==> config.mk <==
export PLATFORM = sky130hd
export DESIGN_NAME = arithmetic_encoder_32bit
export DESIGN_NICKNAME = d
export VERILOG_FILES = /design/src/acenc_pkg.sv /design/src/arithmetic_encoder_32bit.sv /design/src/acenc_div.sv /design/src/acenc_pack.sv
export SDC_FILE = /design/constraint.sdc
export NUM_CORES = 1
export LEC_CHECK = 0
export BUFFER_PORTS_ARGS = -buffer_cell sky130_fd_sc_hd__buf_2
export CORE_ASPECT_RATIO = 0.9
export CORE_UTILIZATION = 60
export CTS_CLUSTER_DIAMETER = 100
export DETAILED_ROUTE_END_ITERATION = 10
export PLACE_DENSITY = 0.83
export SLEW_MARGIN = 20
export SYNTH_ARGS = -nofsm -noshare
export SYNTH_HDL_FRONTEND = slang
export SYNTH_SLANG_ARGS = --single-unit
export TNS_END_PERCENT = 5
==> constraint.sdc <==
create_clock -name aclk -period 7.6 [get_ports aclk]
set_input_delay 0.38 -clock aclk [delete_from_list [all_inputs] [get_ports aclk]]
set_output_delay 0.38 -clock aclk [all_outputs]
set_load 0.005 [all_outputs]
==> src/acenc_pkg.sv <==
// ----------------------------------------------------------------------------
// acenc_pkg
// Shared types and constants for the 32-bit arithmetic encoder.
// ----------------------------------------------------------------------------
package acenc_pkg;

    localparam int FREQ_W = 16;
    localparam int Q_W    = 33;
    localparam int CNT_W  = 6;

    localparam logic [31:0] HALF           = 32'h8000_0000;
    localparam logic [31:0] QUARTER        = 32'h4000_0000;
    localparam logic [31:0] THREE_QUARTERS = 32'hC000_0000;
    localparam logic [31:0] ALL_ONES       = 32'hFFFF_FFFF;

    localparam logic MODE_ENCODE = 1'b0;
    localparam logic MODE_FINISH = 1'b1;

    typedef enum logic [6:0] {
        ST_IDLE  = 7'b000_0001,
        ST_DIV   = 7'b000_0010,
        ST_DRY   = 7'b000_0100,
        ST_RUN   = 7'b000_1000,
        ST_EMIT  = 7'b001_0000,
        ST_FLUSH = 7'b010_0000,
        ST_CLOSE = 7'b100_0000
    } state_t;

    // command from the sequencer to the byte packer
    typedef struct packed {
        logic bit_valid;
        logic bit_val;
        logic flush;
        logic close;
        logic stream_end;
        logic overflow;
    } pk_cmd_t;

    typedef struct packed {
        logic       ready;
        logic       hold_valid;
        logic [2:0] bit_pos;
    } pk_stat_t;

endpackage

==> src/arithmetic_encoder_32bit.sv <==
// ----------------------------------------------------------------------------
// arithmetic_encoder_32bit
// Low/high arithmetic encoder with pending bits, emitting MSB-first bytes.
// ----------------------------------------------------------------------------
//  channel | dir | payload
//  s_      | in  | tuser: mode; tdata: cdf_low, cdf_high, total
//  m_      | out | tdata: out_byte; tlast: last_of_run; tuser: end, overflow
//
//  Encode: the bit-serial scaler, then a dry renormalization pass that settles
//  the overflow flag, then the renormalization loop that emits each bit and
//  releases the pending bits.
//  Finish: the final bit and its pending bits, then flush and close, then state resets.
//  Output stalls hold the bit loop only when a finished byte cannot move.
//  Reset is synchronous, active low; no clearing pass.
// ----------------------------------------------------------------------------
module arithmetic_encoder_32bit #(
    parameter int PENDING_LIMIT = 255,
    parameter int PROB_BITS     = 16
) (
    input  logic        aclk,
    input  logic        aresetn,
    input  logic        s_tvalid,
    output logic        s_tready,
    input  logic [47:0] s_tdata,   // cdf_low[15:0], cdf_high[31:16], total[47:32]
    input  logic [0:0]  s_tuser,   // mode
    output logic        m_tvalid,
    input  logic        m_tready,
    output logic [7:0]  m_tdata,   // out_byte
    output logic        m_tlast,   // last_of_run
    output logic [1:0]  m_tuser    // stream_end, pending_overflow
);

    localparam logic [23:0] FMASK24 = 24'((25'(1) << PROB_BITS) - 25'(1));
    localparam logic [15:0] FMASK   = FMASK24[15:0];
    localparam logic [7:0]  PLIM    = 8'(PENDING_LIMIT);

    acenc_pkg::state_t   state_reg, state_next;
    logic [31:0] low_reg, low_next, high_reg, high_next;
    logic [31:0] dlo_reg, dlo_next, dhi_reg, dhi_next;
    logic [7:0]  pc_reg, pc_next, dpc_reg, dpc_next;
    logic        ovs_reg, ovs_next, dov_reg, dov_next;
    logic        bit_reg, bit_next, first_reg, first_next, fin_reg, fin_next;
    logic [15:0] f_lo, f_hi, f_tot;
    logic        in_ok, accept, div_start, div_done;
    logic [acenc_pkg::Q_W-1:0] div_r, q_lo, q_hi;
    acenc_pkg::pk_cmd_t  pk_cmd;
    acenc_pkg::pk_stat_t pk_st;

    assign f_lo   = s_tdata[15:0] & FMASK;
    assign f_hi   = s_tdata[31:16] & FMASK;
    assign f_tot  = s_tdata[47:32] & FMASK;
    assign in_ok  = (f_tot != 16'd0) && (f_lo < f_hi) && (f_hi <= f_tot);
    assign s_tready = (state_reg == acenc_pkg::ST_IDLE);
    assign accept = s_tvalid && s_tready;
    assign div_r  = {1'b0, high_reg} - {1'b0, low_reg} + 33'd1;
    assign div_start = accept && (s_tuser[0] == acenc_pkg::MODE_ENCODE) && in_ok;

    acenc_div u_div (
        .aclk    (aclk),
        .aresetn (aresetn),
        .start   (div_start),
        .r_in    (div_r),
        .f_lo    (f_lo),
        .f_hi    (f_hi),
        .tot     (f_tot),
        .done    (div_done),
        .q_lo    (q_lo),
        .q_hi    (q_hi)
    );

    always_comb begin
        state_next = state_reg;
        low_next   = low_reg;
        high_next  = high_reg;
        dlo_next   = dlo_reg;
        dhi_next   = dhi_reg;
        pc_next    = pc_reg;
        dpc_next   = dpc_reg;
        ovs_next   = ovs_reg;
        dov_next   = dov_reg;
        bit_next   = bit_reg;
        first_next = first_reg;
        fin_next   = fin_reg;
        pk_cmd     = '0;
        pk_cmd.overflow   = ovs_reg;
        pk_cmd.stream_end = fin_reg;

        case (state_reg)
            acenc_pkg::ST_IDLE: begin
                if (accept) begin
                    if (s_tuser[0] == acenc_pkg::MODE_FINISH) begin
                        if (pc_reg >= PLIM) ovs_next = 1'b1;
                        else pc_next = pc_reg + 8'd1;
                        bit_next   = (low_reg >= acenc_pkg::QUARTER);
                        first_next = 1'b1;
                        fin_next   = 1'b1;
                        state_next = acenc_pkg::ST_EMIT;
                    end else if (in_ok) begin
                        fin_next   = 1'b0;
                        state_next = acenc_pkg::ST_DIV;
                    end
                end
            end
            acenc_pkg::ST_DIV: begin
                if (div_done) begin
                    high_next  = low_reg + q_hi[31:0] - 32'd1;
                    low_next   = low_reg + q_lo[31:0];
                    dhi_next   = low_reg + q_hi[31:0] - 32'd1;
                    dlo_next   = low_reg + q_lo[31:0];
                    dpc_next   = pc_reg;
                    dov_next   = ovs_reg;
                    state_next = acenc_pkg::ST_DRY;
                end
            end
            // replays renormalization without output to learn the final flag
            acenc_pkg::ST_DRY: begin
                if (dhi_reg < acenc_pkg::HALF || dlo_reg >= acenc_pkg::HALF) begin
                    dpc_next = '0;
                    dlo_next = {dlo_reg[30:0], 1'b0};
                    dhi_next = {dhi_reg[30:0], 1'b1};
                end else if (dlo_reg >= acenc_pkg::QUARTER
                             && dhi_reg < acenc_pkg::THREE_QUARTERS) begin
                    if (dpc_reg >= PLIM) dov_next = 1'b1;
                    else dpc_next = dpc_reg + 8'd1;
                    dlo_next = {dlo_reg[30:0] - acenc_pkg::QUARTER[30:0], 1'b0};
                    dhi_next = {dhi_reg[30:0] - acenc_pkg::QUARTER[30:0], 1'b1};
                end else begin
                    ovs_next   = dov_reg;
                    state_next = acenc_pkg::ST_RUN;
                end
            end
            acenc_pkg::ST_RUN: begin
                if (high_reg < acenc_pkg::HALF) begin
                    bit_next   = 1'b0;
                    first_next = 1'b1;
                    state_next = acenc_pkg::ST_EMIT;
                end else if (low_reg >= acenc_pkg::HALF) begin
                    bit_next   = 1'b1;
                    first_next = 1'b1;
                    state_next = acenc_pkg::ST_EMIT;
                end else if (low_reg >= acenc_pkg::QUARTER
                             && high_reg < acenc_pkg::THREE_QUARTERS) begin
                    if (pc_reg < PLIM) pc_next = pc_reg + 8'd1;
                    low_next  = {low_reg[30:0] - acenc_pkg::QUARTER[30:0], 1'b0};
                    high_next = {high_reg[30:0] - acenc_pkg::QUARTER[30:0], 1'b1};
                end else begin
                    state_next = acenc_pkg::ST_CLOSE;
                end
            end
            // the bit, then the pending bits inverted
            acenc_pkg::ST_EMIT: begin
                pk_cmd.bit_valid = 1'b1;
                pk_cmd.bit_val   = first_reg ? bit_reg : ~bit_reg;
                if (pk_st.ready) begin
                    if (!first_reg) pc_next = pc_reg - 8'd1;
                    first_next = 1'b0;
                    if ((first_reg && pc_reg == 8'd0) || (!first_reg && pc_reg == 8'd1)) begin
                        pc_next = '0;
                        if (fin_reg) begin
                            state_next = acenc_pkg::ST_FLUSH;
                        end else begin
                            // half subtraction drops out with the MSB
                            low_next   = {low_reg[30:0], 1'b0};
                            high_next  = {high_reg[30:0], 1'b1};
                            state_next = acenc_pkg::ST_RUN;
                        end
                    end
                end
            end
            acenc_pkg::ST_FLUSH: begin
                pk_cmd.flush = 1'b1;
                if (pk_st.ready) state_next = acenc_pkg::ST_CLOSE;
            end
            acenc_pkg::ST_CLOSE: begin
                pk_cmd.close = 1'b1;
                if (pk_st.ready) begin
                    if (fin_reg) begin
                        low_next  = '0;
                        high_next = acenc_pkg::ALL_ONES;
                        pc_next   = '0;
                        ovs_next  = 1'b0;
                        fin_next  = 1'b0;
                    end
                    state_next = acenc_pkg::ST_IDLE;
                end
            end
            default: state_next = acenc_pkg::ST_IDLE;
        endcase
    end

    always_ff @(posedge aclk) begin
        dlo_reg   <= dlo_next;
        dhi_reg   <= dhi_next;
        dpc_reg   <= dpc_next;
        dov_reg   <= dov_next;
        bit_reg   <= bit_next;
        first_reg <= first_next;
        if (!aresetn) begin
            state_reg <= acenc_pkg::ST_IDLE;
            low_reg   <= '0;
            high_reg  <= acenc_pkg::ALL_ONES;
            pc_reg    <= '0;
            ovs_reg   <= 1'b0;
            fin_reg   <= 1'b0;
        end else begin
            state_reg <= state_next;
            low_reg   <= low_next;
            high_reg  <= high_next;
            pc_reg    <= pc_next;
            ovs_reg   <= ovs_next;
            fin_reg   <= fin_next;
        end
    end

    acenc_pack u_pack (
        .aclk     (aclk),
        .aresetn  (aresetn),
        .cmd      (pk_cmd),
        .stat     (pk_st),
        .m_tvalid (m_tvalid),
        .m_tready (m_tready),
        .m_tdata  (m_tdata),
        .m_tlast  (m_tlast),
        .m_tuser  (m_tuser)
    );

    a_no_hold_idle: assert property (@(posedge aclk) disable iff (!aresetn)
        s_tready |-> !pk_st.hold_valid)
        else $error("held byte left over between items");

    a_end_is_last: assert property (@(posedge aclk) disable iff (!aresetn)
        m_tvalid && m_tuser[0] |-> m_tlast)
        else $error("stream end on a byte that is not last");

    a_div_done: assert property (@(posedge aclk) disable iff (!aresetn)
        div_done |-> state_reg == acenc_pkg::ST_DIV)
        else $error("scaler finished outside its state");

    a_idle_byte_aligned: assert property (@(posedge aclk) disable iff (!aresetn)
        $rose(s_tready) && $past(fin_reg) |-> pk_st.bit_pos == 3'd7)
        else $error("packer not aligned after finish");

endmodule

==> src/acenc_div.sv <==
// ----------------------------------------------------------------------------
// acenc_div
// Bit-serial scaler: floor(r * f / total) for two frequencies at once, one
// bit of r per cycle, MSB first; remainder stays below total.
// ----------------------------------------------------------------------------
module acenc_div (
    input  logic                           aclk,
    input  logic                           aresetn,
    input  logic                           start,
    input  logic [acenc_pkg::Q_W-1:0]      r_in,
    input  logic [acenc_pkg::FREQ_W-1:0]   f_lo,
    input  logic [acenc_pkg::FREQ_W-1:0]   f_hi,
    input  logic [acenc_pkg::FREQ_W-1:0]   tot,
    output logic                           done,
    output logic [acenc_pkg::Q_W-1:0]      q_lo,
    output logic [acenc_pkg::Q_W-1:0]      q_hi
);

    logic [acenc_pkg::Q_W-1:0]    r_reg, r_next;
    logic [acenc_pkg::Q_W-1:0]    ql_reg, ql_next, qh_reg, qh_next;
    logic [acenc_pkg::FREQ_W-1:0] rl_reg, rl_next, rh_reg, rh_next;
    logic [acenc_pkg::FREQ_W-1:0] fl_reg, fh_reg, t_reg, fl_next, fh_next, t_next;
    logic [acenc_pkg::CNT_W-1:0]  cnt_reg, cnt_next;
    logic                         busy_reg, busy_next, done_reg, done_next;
    logic [17:0] sl, sh, t1, t2;
    logic [1:0]  dl, dh;
    logic [17:0] rl_w, rh_w;

    always_comb begin
        t1 = {2'b00, t_reg};
        t2 = {1'b0, t_reg, 1'b0};
        sl = {1'b0, rl_reg, 1'b0} + (r_reg[acenc_pkg::Q_W-1] ? {2'b00, fl_reg} : 18'd0);
        sh = {1'b0, rh_reg, 1'b0} + (r_reg[acenc_pkg::Q_W-1] ? {2'b00, fh_reg} : 18'd0);
        // quotient digit is 0, 1 or 2 since f <= total
        if (sl >= t2) begin
            dl = 2'd2; rl_w = sl - t2;
        end else if (sl >= t1) begin
            dl = 2'd1; rl_w = sl - t1;
        end else begin
            dl = 2'd0; rl_w = sl;
        end
        if (sh >= t2) begin
            dh = 2'd2; rh_w = sh - t2;
        end else if (sh >= t1) begin
            dh = 2'd1; rh_w = sh - t1;
        end else begin
            dh = 2'd0; rh_w = sh;
        end

        r_next    = r_reg;
        ql_next   = ql_reg;
        qh_next   = qh_reg;
        rl_next   = rl_reg;
        rh_next   = rh_reg;
        fl_next   = fl_reg;
        fh_next   = fh_reg;
        t_next    = t_reg;
        cnt_next  = cnt_reg;
        busy_next = busy_reg;
        done_next = 1'b0;
        if (start) begin
            r_next    = r_in;
            ql_next   = '0;
            qh_next   = '0;
            rl_next   = '0;
            rh_next   = '0;
            fl_next   = f_lo;
            fh_next   = f_hi;
            t_next    = tot;
            cnt_next  = '0;
            busy_next = 1'b1;
        end else if (busy_reg) begin
            r_next   = {r_reg[acenc_pkg::Q_W-2:0], 1'b0};
            ql_next  = {ql_reg[acenc_pkg::Q_W-2:0], 1'b0} + {31'd0, dl};
            qh_next  = {qh_reg[acenc_pkg::Q_W-2:0], 1'b0} + {31'd0, dh};
            rl_next  = rl_w[acenc_pkg::FREQ_W-1:0];
            rh_next  = rh_w[acenc_pkg::FREQ_W-1:0];
            cnt_next = cnt_reg + 1'b1;
            if (cnt_reg == acenc_pkg::CNT_W'(acenc_pkg::Q_W - 1)) begin
                busy_next = 1'b0;
                done_next = 1'b1;
            end
        end
    end

    always_ff @(posedge aclk) begin
        r_reg   <= r_next;
        ql_reg  <= ql_next;
        qh_reg  <= qh_next;
        rl_reg  <= rl_next;
        rh_reg  <= rh_next;
        fl_reg  <= fl_next;
        fh_reg  <= fh_next;
        t_reg   <= t_next;
        cnt_reg <= cnt_next;
        if (!aresetn) begin
            busy_reg <= 1'b0;
            done_reg <= 1'b0;
        end else begin
            busy_reg <= busy_next;
            done_reg <= done_next;
        end
    end

    assign done = done_reg;
    assign q_lo = ql_reg;
    assign q_hi = qh_reg;

endmodule

==> src/acenc_pack.sv <==
// ----------------------------------------------------------------------------
// acenc_pack
// Byte packer: shifts bits in MSB first, holds one finished byte back so the
// last byte of an item can be marked, and drives the output register.
// ----------------------------------------------------------------------------
module acenc_pack (
    input  logic                aclk,
    input  logic                aresetn,
    input  acenc_pkg::pk_cmd_t  cmd,
    output acenc_pkg::pk_stat_t stat,
    output logic                m_tvalid,
    input  logic                m_tready,
    output logic [7:0]          m_tdata,
    output logic                m_tlast,
    output logic [1:0]          m_tuser
);

    logic [7:0] part_reg, part_next, hold_reg, hold_next;
    logic [2:0] pos_reg, pos_next;
    logic       hv_reg, hv_next;
    logic       ov_reg, ov_next, oe_reg, oe_next, ol_reg, ol_next;
    logic [7:0] od_reg, od_next;
    logic       ovf_reg, ovf_next;
    logic       slot_free, complete, flushing, push, ready;
    logic [7:0] new_byte;

    always_comb begin
        slot_free = !ov_reg || m_tready;
        complete  = cmd.bit_valid && (pos_reg == 3'd0);
        flushing  = cmd.flush && (pos_reg != 3'd7);
        push      = hv_reg && (complete || flushing || cmd.close);
        ready     = !push || slot_free;
        new_byte  = part_reg | (8'(cmd.bit_val) << pos_reg);

        part_next = part_reg;
        pos_next  = pos_reg;
        hold_next = hold_reg;
        hv_next   = hv_reg;
        if (ready) begin
            if (cmd.bit_valid) begin
                if (pos_reg == 3'd0) begin
                    hold_next = new_byte;
                    hv_next   = 1'b1;
                    part_next = '0;
                    pos_next  = 3'd7;
                end else begin
                    part_next = new_byte;
                    pos_next  = pos_reg - 3'd1;
                end
            end else if (flushing) begin
                hold_next = part_reg;
                hv_next   = 1'b1;
                part_next = '0;
                pos_next  = 3'd7;
            end else if (cmd.close) begin
                hv_next = 1'b0;
            end
        end

        ov_next  = ov_reg;
        od_next  = od_reg;
        ol_next  = ol_reg;
        oe_next  = oe_reg;
        ovf_next = ovf_reg;
        if (push && slot_free) begin
            ov_next  = 1'b1;
            od_next  = hold_reg;
            ol_next  = cmd.close;
            oe_next  = cmd.close && cmd.stream_end;
            ovf_next = cmd.overflow;
        end else if (m_tready) begin
            ov_next = 1'b0;
        end
    end

    always_ff @(posedge aclk) begin
        hold_reg <= hold_next;
        od_reg   <= od_next;
        ol_reg   <= ol_next;
        oe_reg   <= oe_next;
        ovf_reg  <= ovf_next;
        if (!aresetn) begin
            part_reg <= '0;
            pos_reg  <= 3'd7;
            hv_reg   <= 1'b0;
            ov_reg   <= 1'b0;
        end else begin
            part_reg <= part_next;
            pos_reg  <= pos_next;
            hv_reg   <= hv_next;
            ov_reg   <= ov_next;
        end
    end

    assign stat.ready      = ready;
    assign stat.hold_valid = hv_reg;
    assign stat.bit_pos    = pos_reg;
    assign m_tvalid        = ov_reg;
    assign m_tdata         = od_reg;
    assign m_tlast         = ol_reg;
    assign m_tuser         = {ovf_reg, oe_reg};

endmodule

==> results_dict.tcl <==
set metrics [dict create \
    grt_usage_pct 33.4 \
    cts_resized 0 \
    status "complete, no violations" \
    drive_above_1_share_pct 6.24 \
    place_congestion 0.979 \
    slew_headroom_pct 14.7 \
    fin_worst_skew_ns 0.0179 \
    io_pins 66 \
    yosysSeqAreaShare_pct 33.9 \
    rsz0062_at_grt "no" \
    grt_pass1_vias 23300 \
    setup_tns_ns 0 \
    yosysMostFrequentCell "nand2_1" \
    ant_nets 0 \
    drt_iter0_drc 2364 \
    syn-instance-count 3170 \
    cp-start-kind "flop" \
    p_per_area_nw_per_um2 540 \
    synth_edf_count 175 \
    numCtsBuffers 41 \
    synth-seq-cells 373 \
    antenna_found_initial 2 \
    min_period_ns 6.89 \
    wl_per_cell_um 20.0 \
    ir_drop_v 0.000416 \
    finalCritPeriodShare_pct 90.7 \
    die_w_um 226 \
    overflow 0 \
    largest_register_ffs 33 \
    syn_area_um2 27200 \
    maxCapViolations 0 \
    stdcell_area_um2 29500 \
    worst_slack_ns 0.708 \
    vias 24200 \
    htreeDepth 2 \
    syn_area_per_cell_um2 8.58 \
    worstSetupEndpointType "flop" \
    total_power_w 0.0159 \
    synth_top_area_share_pct 19.3 \
    yosys_warnings 0 \
    drt_pass1_iterations 6 \
    dpl_cell_area_um2 28000 \
    layout.nets 3544 \
    die_y_um 204 \
    clkTransAtPathRegs_ns 0.06 \
    die_area_um2 46200 \
    start_util_pct 61.3 \
    crit_arrival_ns 7.37 \
    dp_hpwl_mm 55.9 \
    clockRootBuffer "clkbuf_16" \
    max_freq_ghz 0.145 \
    clockBufferDepth 3 \
    setup_viol 0 \
    hold_viol 0 \
    synth_flop_cell "dfxtp_1" \
    synthTopCellsByCount "339 x nand2_1, 294 x ha_1, 253 x nor2_1" \
    slew_violations 0 \
    tightest_slew_ns 1.27 \
    critPathMaxFanout 32 \
    port_buffers 65 \
    ys_types 86 \
    remaining_drc_errors 0 \
    power.leakage_nw 12.8 \
    area_growth_pct 8.47 \
    coreArea_um2 44400 \
    insertion_delay_ns 0.58 \
    synth_nets 3526 \
    wirelength_mm 76.5 \
    grt_max_degree 77 \
    crit_type "reg2reg" \
    synthTopCellsByArea "edfxtp_1 19%, dfxtp_1 15%, ha_1 14%" \
    cts_num_sinks 373 \
    yosysTopAreaCell "edfxtp_1" \
    row_count 73 \
    place_worst_setup_slack_ns 0.915 \
    routed_via_density 6.34 \
    synthArstFlopShare_pct 0 \
    critical_path_required_ns 8.07 \
    cts_tree "done" \
    grt_pass1_wl_mm 123 \
    nFillCells 3620 \
    hp-class "in2reg" \
]
power breakdown:
part	internal, W	leakage [nW]	switching, W
registers	0.00276	3.21	0.000485
clock network	0.00125	0.689	0.000860
logic	0.00435	8.88	0.00621
total	0.00837	12.8	0.00755
what timing repair did:
item                                    4_1_cts  5_1_grt
buffers inserted                              0        0
hold buffers                                  5        0
endpoints found under the setup margin        0        0
hold endpoints to repair                      5        0
area by class of cell:
cell class	count	area (um^2)	share of cell area, %
antenna	1	2.50	0.00849
clock buffer	60	1210	4.11
clock inverter	16	200	0.679
inverter	244	916	3.11
multi-input combinational	2433	16600	56.3
sequential	373	9220	31.3
tap	600	751	2.55
timing repair buffer	95	571	1.93
logic make-up (layout without fill, tap and decap cells):
logic type,Yosys count,in the layout,synth area share (%)
AND/OR/NAND/NOR,1006,1006,17.3
AO/OA/AOI/OAI,871,871,21.2
flip-flops,373,373,33.9
buffers and inverters,364,415,5.07
adder cells (fa/ha/maj),303,303,14.2
XOR/XNOR,223,223,7.18
multiplexers,30,30,1.13
other,0,1,0
stage by stage:
step | util, % | cells | hold WS [ns]
global route | 66.4 | 3821 | 0.00986
global placement | 63.1 | 3739 | 0.401
finish | 66.4 | 3822 | 0.0227
CTS | 66.4 | 3820 | 0.000959
floorplan | - | 3170 | 0.400
detailed placement | 63.1 | 3739 | 0.407
worst max-delay path: stages, from the launching register on:
cell and delay (ns):
edfxtp_1 0.88, and2_1 0.28, ha_1 0.24, a21o_1 0.16, a21oi_1 0.24, nand2b_1 0.20, a211oi_1 0.17, or3_1 0.41
a31o_2 0.26, a21oi_1 0.17, xnor2_1 0.14, ha_1 0.40, nand4_1 0.11, nor4_1 0.36, nor4_1 0.10, a21oi_1 0.24
nor2_1 0.07, buf_4 0.18, inv_1 0.11, ha_1 0.22, ha_1 0.25, nand3_1 0.12, nor3_1 0.50, nand2_1 0.21
nor2_1 0.23, nand4_1 0.14, xnor2_1 0.15, a211oi_1 0.24
metal layers:
| layer | share of wire (%) | wire [um] | track usage [%] |
|---|---|---|---|
| met1 | 45 | 34300 | 47.6 |
| met2 | 42 | 32000 | 49.5 |
| met3 | 10 | 7700 | 7.06 |
| met4 | 3.2 | 2440 | 12.3 |
| met5 | 0.017 | 13 | 0 |
final timing paths:
check	endpoint	slack, ns	start	depth (start not counted)
setup / recovery	u_div.q_hi[29]	0.71	u_div.r_reg[32]	27
hold / removal	u_div.t_reg[6]	0.02	s_tdata[38]	1
setup reg to reg	u_div.q_hi[29]	0.71	u_div.r_reg[32]	27
hold reg to reg	u_pack.m_tdata[1]	0.42	u_pack.hold_reg[1]	0
layout by cell type (no fill, tap or decap), types with 20 or more instances in the layout:
cell         n
clkbuf_16   44
buf_2       65
o21bai_1    21
edfxtp_1   175
nor2b_1     31
nor4_1      20
mux2i_1     27
xnor2_1    138
o211ai_1    21
o21ai_1     49
nor3_1      49
nand2b_1    38
nand2_1    338
a21oi_1    216
dfxtp_1    197
a21o_1      97
a211oi_1   115
o21ai_0    119
a221oi_1    23
ha_1       294
and3_1      35
nand3_1    103
nand4_1     37
and2_1      46
a31oi_1     21
nor2_1     251
buf_4       24
xor2_1      85
inv_1      238
o221ai_1    29
o21a_1      27
Note: power is estimated with default switching activity, not from simulation.
